$ cat src/rtl/srrt_pkg.sv
// Shared types and constants for the scan result rank table.
// No dependencies; imported by every module of the block except srrt_ram.
`default_nettype none

package srrt_pkg;

    localparam int NAME_W       = 256;
    localparam int NAME_MAX_B   = 32;
    localparam int ENTRY_W      = 296;
    localparam int IN_DATA_W    = 296;
    localparam int OUT_DATA_W   = 312;
    localparam int RANK_W       = 6;
    localparam int TOTAL_W      = 7;
    localparam int OUT_PAD_W    = OUT_DATA_W - ENTRY_W - RANK_W - TOTAL_W;

    // Item kinds carried on the input tuser.
    localparam logic [1:0] KIND_START    = 2'd0;
    localparam logic [1:0] KIND_REPORT   = 2'd1;
    localparam logic [1:0] KIND_COMPLETE = 2'd2;

    localparam logic [7:0] PRINT_LOW  = 8'h20;
    localparam logic [7:0] PRINT_HIGH = 8'h7E;

    // "<hidden>", first character in the low byte.
    localparam logic [63:0] HIDDEN_TEXT = 64'h3E6E_6564_6469_683C;

    typedef struct packed {
        logic [31:0]       security;
        logic [7:0]        strength;
        logic [NAME_W-1:0] name;
    } entry_t;

    typedef struct packed {
        logic capture;
        logic clr_cnt;
        logic ld_pos;
        logic rd_ins;
        logic shift;
        logic wr_new;
        logic ld_k;
        logic rd_emit;
        logic ld_out;
        logic ld_empty;
    } srrt_cmd_t;

    typedef struct packed {
        logic name_ok;
        logic full;
        logic pos_zero;
        logic less;
        logic cnt_zero;
        logic k_last;
        logic out_free;
    } srrt_stat_t;

endpackage

`default_nettype wire

$ cat src/rtl/srrt_ctrl.sv
// Sequencing FSM of the rank table: accepts items, steps insertion and emission.
// Depends on srrt_pkg; drives the datapath through srrt_cmd_t.
`default_nettype none

module srrt_ctrl
    import srrt_pkg::*;
(
    input  wire logic       clk,
    input  wire logic       rst_n,
    input  wire logic       in_valid,
    input  wire logic [1:0] in_kind,
    output logic            in_ready,
    input  wire srrt_stat_t stat,
    output srrt_cmd_t       cmd
);

    localparam logic [2:0] ST_IDLE    = 3'd0;
    localparam logic [2:0] ST_INS_CHK = 3'd1;
    localparam logic [2:0] ST_INS_CMP = 3'd2;
    localparam logic [2:0] ST_EMIT_RD = 3'd3;
    localparam logic [2:0] ST_EMIT_LD = 3'd4;

    logic [2:0] state_reg;
    logic [2:0] state_next;
    logic       acc;

    assign in_ready = (state_reg == ST_IDLE);
    assign acc      = in_valid && in_ready;

    always_comb
    begin
        cmd        = '0;
        state_next = state_reg;
        unique case (state_reg)
            ST_IDLE:
            begin
                if (acc)
                begin
                    cmd.capture = 1'b1;
                    unique case (in_kind)
                        KIND_START:
                        begin
                            cmd.clr_cnt = 1'b1;
                        end
                        KIND_REPORT:
                        begin
                            cmd.ld_pos = 1'b1;
                            state_next = ST_INS_CHK;
                        end
                        KIND_COMPLETE:
                        begin
                            cmd.ld_k   = 1'b1;
                            state_next = ST_EMIT_RD;
                        end
                        default:
                        begin
                            state_next = ST_IDLE;
                        end
                    endcase
                end
            end
            ST_INS_CHK:
            begin
                if (!stat.name_ok || stat.full)
                begin
                    state_next = ST_IDLE;
                end
                else if (stat.pos_zero)
                begin
                    cmd.wr_new = 1'b1;
                    state_next = ST_IDLE;
                end
                else
                begin
                    cmd.rd_ins = 1'b1;
                    state_next = ST_INS_CMP;
                end
            end
            ST_INS_CMP:
            begin
                if (stat.less)
                begin
                    cmd.shift  = 1'b1;
                    state_next = ST_INS_CHK;
                end
                else
                begin
                    cmd.wr_new = 1'b1;
                    state_next = ST_IDLE;
                end
            end
            ST_EMIT_RD:
            begin
                if (stat.cnt_zero)
                begin
                    if (stat.out_free)
                    begin
                        cmd.ld_empty = 1'b1;
                        state_next   = ST_IDLE;
                    end
                end
                else
                begin
                    cmd.rd_emit = 1'b1;
                    state_next  = ST_EMIT_LD;
                end
            end
            ST_EMIT_LD:
            begin
                if (stat.out_free)
                begin
                    cmd.ld_out = 1'b1;
                    state_next = stat.k_last ? ST_IDLE : ST_EMIT_RD;
                end
            end
            default:
            begin
                state_next = ST_IDLE;
            end
        endcase
    end

    always_ff @(posedge clk or negedge rst_n)
    begin
        if (!rst_n)
        begin
            state_reg <= ST_IDLE;
        end
        else
        begin
            state_reg <= state_next;
        end
    end

endmodule

`default_nettype wire

$ cat config.mk
export PLATFORM = sky130hd
export DESIGN_NAME = srrt_ctrl
export DESIGN_NICKNAME = d
export VERILOG_FILES = /design/src/rtl/srrt_pkg.sv /design/src/rtl/srrt_ctrl.sv
export SDC_FILE = /design/constraint.sdc
export NUM_CORES = 1
export LEC_CHECK = 0
export BUFFER_PORTS_ARGS = -buffer_cell sky130_fd_sc_hd__buf_2
export CAP_MARGIN = 20
export CORE_MARGIN = 3
export CORE_UTILIZATION = 25
export DETAILED_ROUTE_END_ITERATION = 8
export GPL_ROUTABILITY_DRIVEN = 0
export HOLD_SLACK_MARGIN = 0.12
export PLACE_DENSITY = 0.61
export SYNTH_ARGS = -nofsm -noshare
export SYNTH_HDL_FRONTEND = slang
export SYNTH_SLANG_ARGS = --single-unit
$ cat constraint.sdc
create_clock -name clk -period 3.2 [get_ports clk]
set_clock_uncertainty 0.15 [all_clocks]
set_input_delay 0 -clock clk [delete_from_list [all_inputs] [get_ports clk]]
set_output_delay 0 -clock clk [all_outputs]
set_load 0.1 [all_outputs]
==> metrics.txt <==
antenna cells 0; Static Leak 0.314 nW; Final min period between 2000 and 2500 ps; Synth top area share 19.9%; Core Box Area 1350 sq um; flops & latches, synth 3; Post-synth EDFFs 0; Least-Margin Pin Slew 495 ps; Worst Path Max Fanout 13; number of DRC markers in iteration 0 8; max reg flops 3; clk sink count 3; family with the most delay on the worst path flip-flops; Yosys cell types 26; drt pass-1 iters 4; setup tns final 0 ps; routed len/inst between 10 and 15 microns; largest net degree at the start of global routing 14; largest area contributor in the netlist dfrtp_1; Nets 92; clk root buf clkbuf_4; max-cap violation count 0; clock buffer count from CTS 3; Finished Layout Cells between 90 and 100; Critical-path top delay cell dfrtp_1; CTS clk-pin slew, worst paths 40 ps; fill count about 150; setup repair bufs after CTS 0; DR DRC count 0; Worst slew margin 67.0%; Final Setup Violations 0; Synth Area per Inst 8.19 sq um; I/O pins 23; CTS H-tree lvls 1; final core utilization 43.5%; Syn Nets 61; vias in the first global route 428; CTS tree yes; Total Routed Length 983 microns; GRT overflow 0; fmax around 460 MHz; Async SR Flop Fraction 100%; first-pass GRT wire length 1730 microns; Worst Path Arrival 2210 ps; layout cells sized above 1 about two fifths; Hold WS 123 ps; CP Launch Type register; PD cells roughly 850 nW/um^2; CTS Buffer Depth 2; most frequent cells after synthesis inv_1, and3_1; post_cts resized 0; fin. max-slew vios 0; outcome completed; remaining antenna violation count 0; initial antenna violation count 0; Hold Crit Class in2reg; PortBufs 22; Syn Std Cell Area 377 sq um; Peak supply drop ~0.00027 V; All-Layer GR Usage 11.6%; Initial Utilization between 20% and 30%; DP HPWL 729 microns; Seq/Total Area, Yosys 19.9%; die area 2010 sq um; Layout area overhead 55.8%; CP peak stage delay about 640 ps; clk_lat worst skew 230 ps; Die Y-Extent 44.8 microns; final hold viol count 0; crit path kind reg2reg; fin crit share about two thirds; crit-path cells and4b_1 -> a21oi_2 -> o21ai_1 -> o32ai_2 -> dlygate4sd3_1; Yosys warnings 0; dpl cells 80; Die Width 44.8 microns; total number of vias 438; most frequent cell after synthesis inv_1; Post-Synthesis Cells 46; unrepaired setup endpoints after global routing false; dominant synthesized flop cell dfrtp_1; Synth area leaders dfrtp_1, ha_1, and3_1; worst endpoint required time about 3200 ps; Via-to-Cell Ratio 4.81; Worst Setup End Kind register; # rows 13; CP bufs+invs 1
==> placed cells by master (no fill, tap or decap), types with 2 or more instances in the layout <==
cell type / instances
and2_1: 2
and3_1: 4
o21ai_0: 2
nor2_1: 3
a21oi_1: 3
nand2_1: 2
inv_1: 5
clkbuf_4: 3
buf_2: 22
dfrtp_1: 3
dlygate4sd3_1: 7
nand2b_1: 2
ha_1: 3
==> cell families after synthesis <==
kind of cell / count (synthesis) / synth area share, %
adders and majority gates: 3 / 9.97
and+or+nand+nor: 21 / 38.2
buffers and inverters: 8 / 12.0
DFF: 3 / 19.9
AOI/OAI and AO/OA: 11 / 19.9
==> worst paths after layout <==
check	start	endpoint	slack, ps	cells after the start
max	state_reg[2]$_DFFE_PN0P_	state_reg[0]$_DFFE_PN0P_	1010	5
max reg2reg	state_reg[2]$_DFFE_PN0P_	state_reg[0]$_DFFE_PN0P_	1010	5
min	stat[5]	state_reg[1]$_DFFE_PN0P_	120	5
min in group asynchronous	rst_n	state_reg[1]$_DFFE_PN0P_	500	3
min reg2reg	state_reg[0]$_DFFE_PN0P_	state_reg[1]$_DFFE_PN0P_	660	2
max in group asynchronous	rst_n	state_reg[2]$_DFFE_PN0P_	2260	3
==> report_power, final <==
group	switching (mW)	total [mW]	leakage (nW)	internal, mW
logic	0.263	0.345	0.258	0.0823
clock network	0.0196	0.0663	0.0150	0.0467
registers	0.0382	0.0873	0.0404	0.0490
total	0.321	0.499	0.314	0.178
==> per-stage QoR <==
stage	cell area, sq um	setup WS [ps]	power [mW]
floorplan	388	380	0.384
global placement	490	1590	0.414
detailed placement	490	1570	0.414
CTS	587	1050	0.496
global route	587	916	0.529
finish	587	1010	0.499
==> cell type report <==
type / count / area, sq um / area share, %
multi-input cells: 35 / 268 / 45.6
repair buffers: 29 / 180 / 30.7
well taps: 15 / 18.8 / 3.20
clock buffers: 4 / 26.3 / 4.48
inverters: 5 / 18.8 / 3.20
flip-flops and latches: 3 / 75.1 / 12.8
==> worst min-delay path: cells and delay by family <==
kind,cells,cell delay [ps]
buffers and inverters,1,70
AO/OA/AOI/OAI,2,210
AND/OR/NAND/NOR,2,180
==> routing by layer <==
metal | vias to the layer above | part of all wire [%] | GRT usage (%)
met5 | - | 0 | 0
met3 | 0 | 5.1 | 2.39
li1 | 223 | - | -
met1 | 202 | 42 | 13.3
met2 | 13 | 53 | 20.3
met4 | 0 | 0 | 5.85
==> repair_timing <==
item | in CTS | in global routing
hold buffers | 7 | 0
setup endpoints to repair | 0 | 0
endpoints found under the hold margin | 6 | 0
Power figures use the tool's default switching activity.
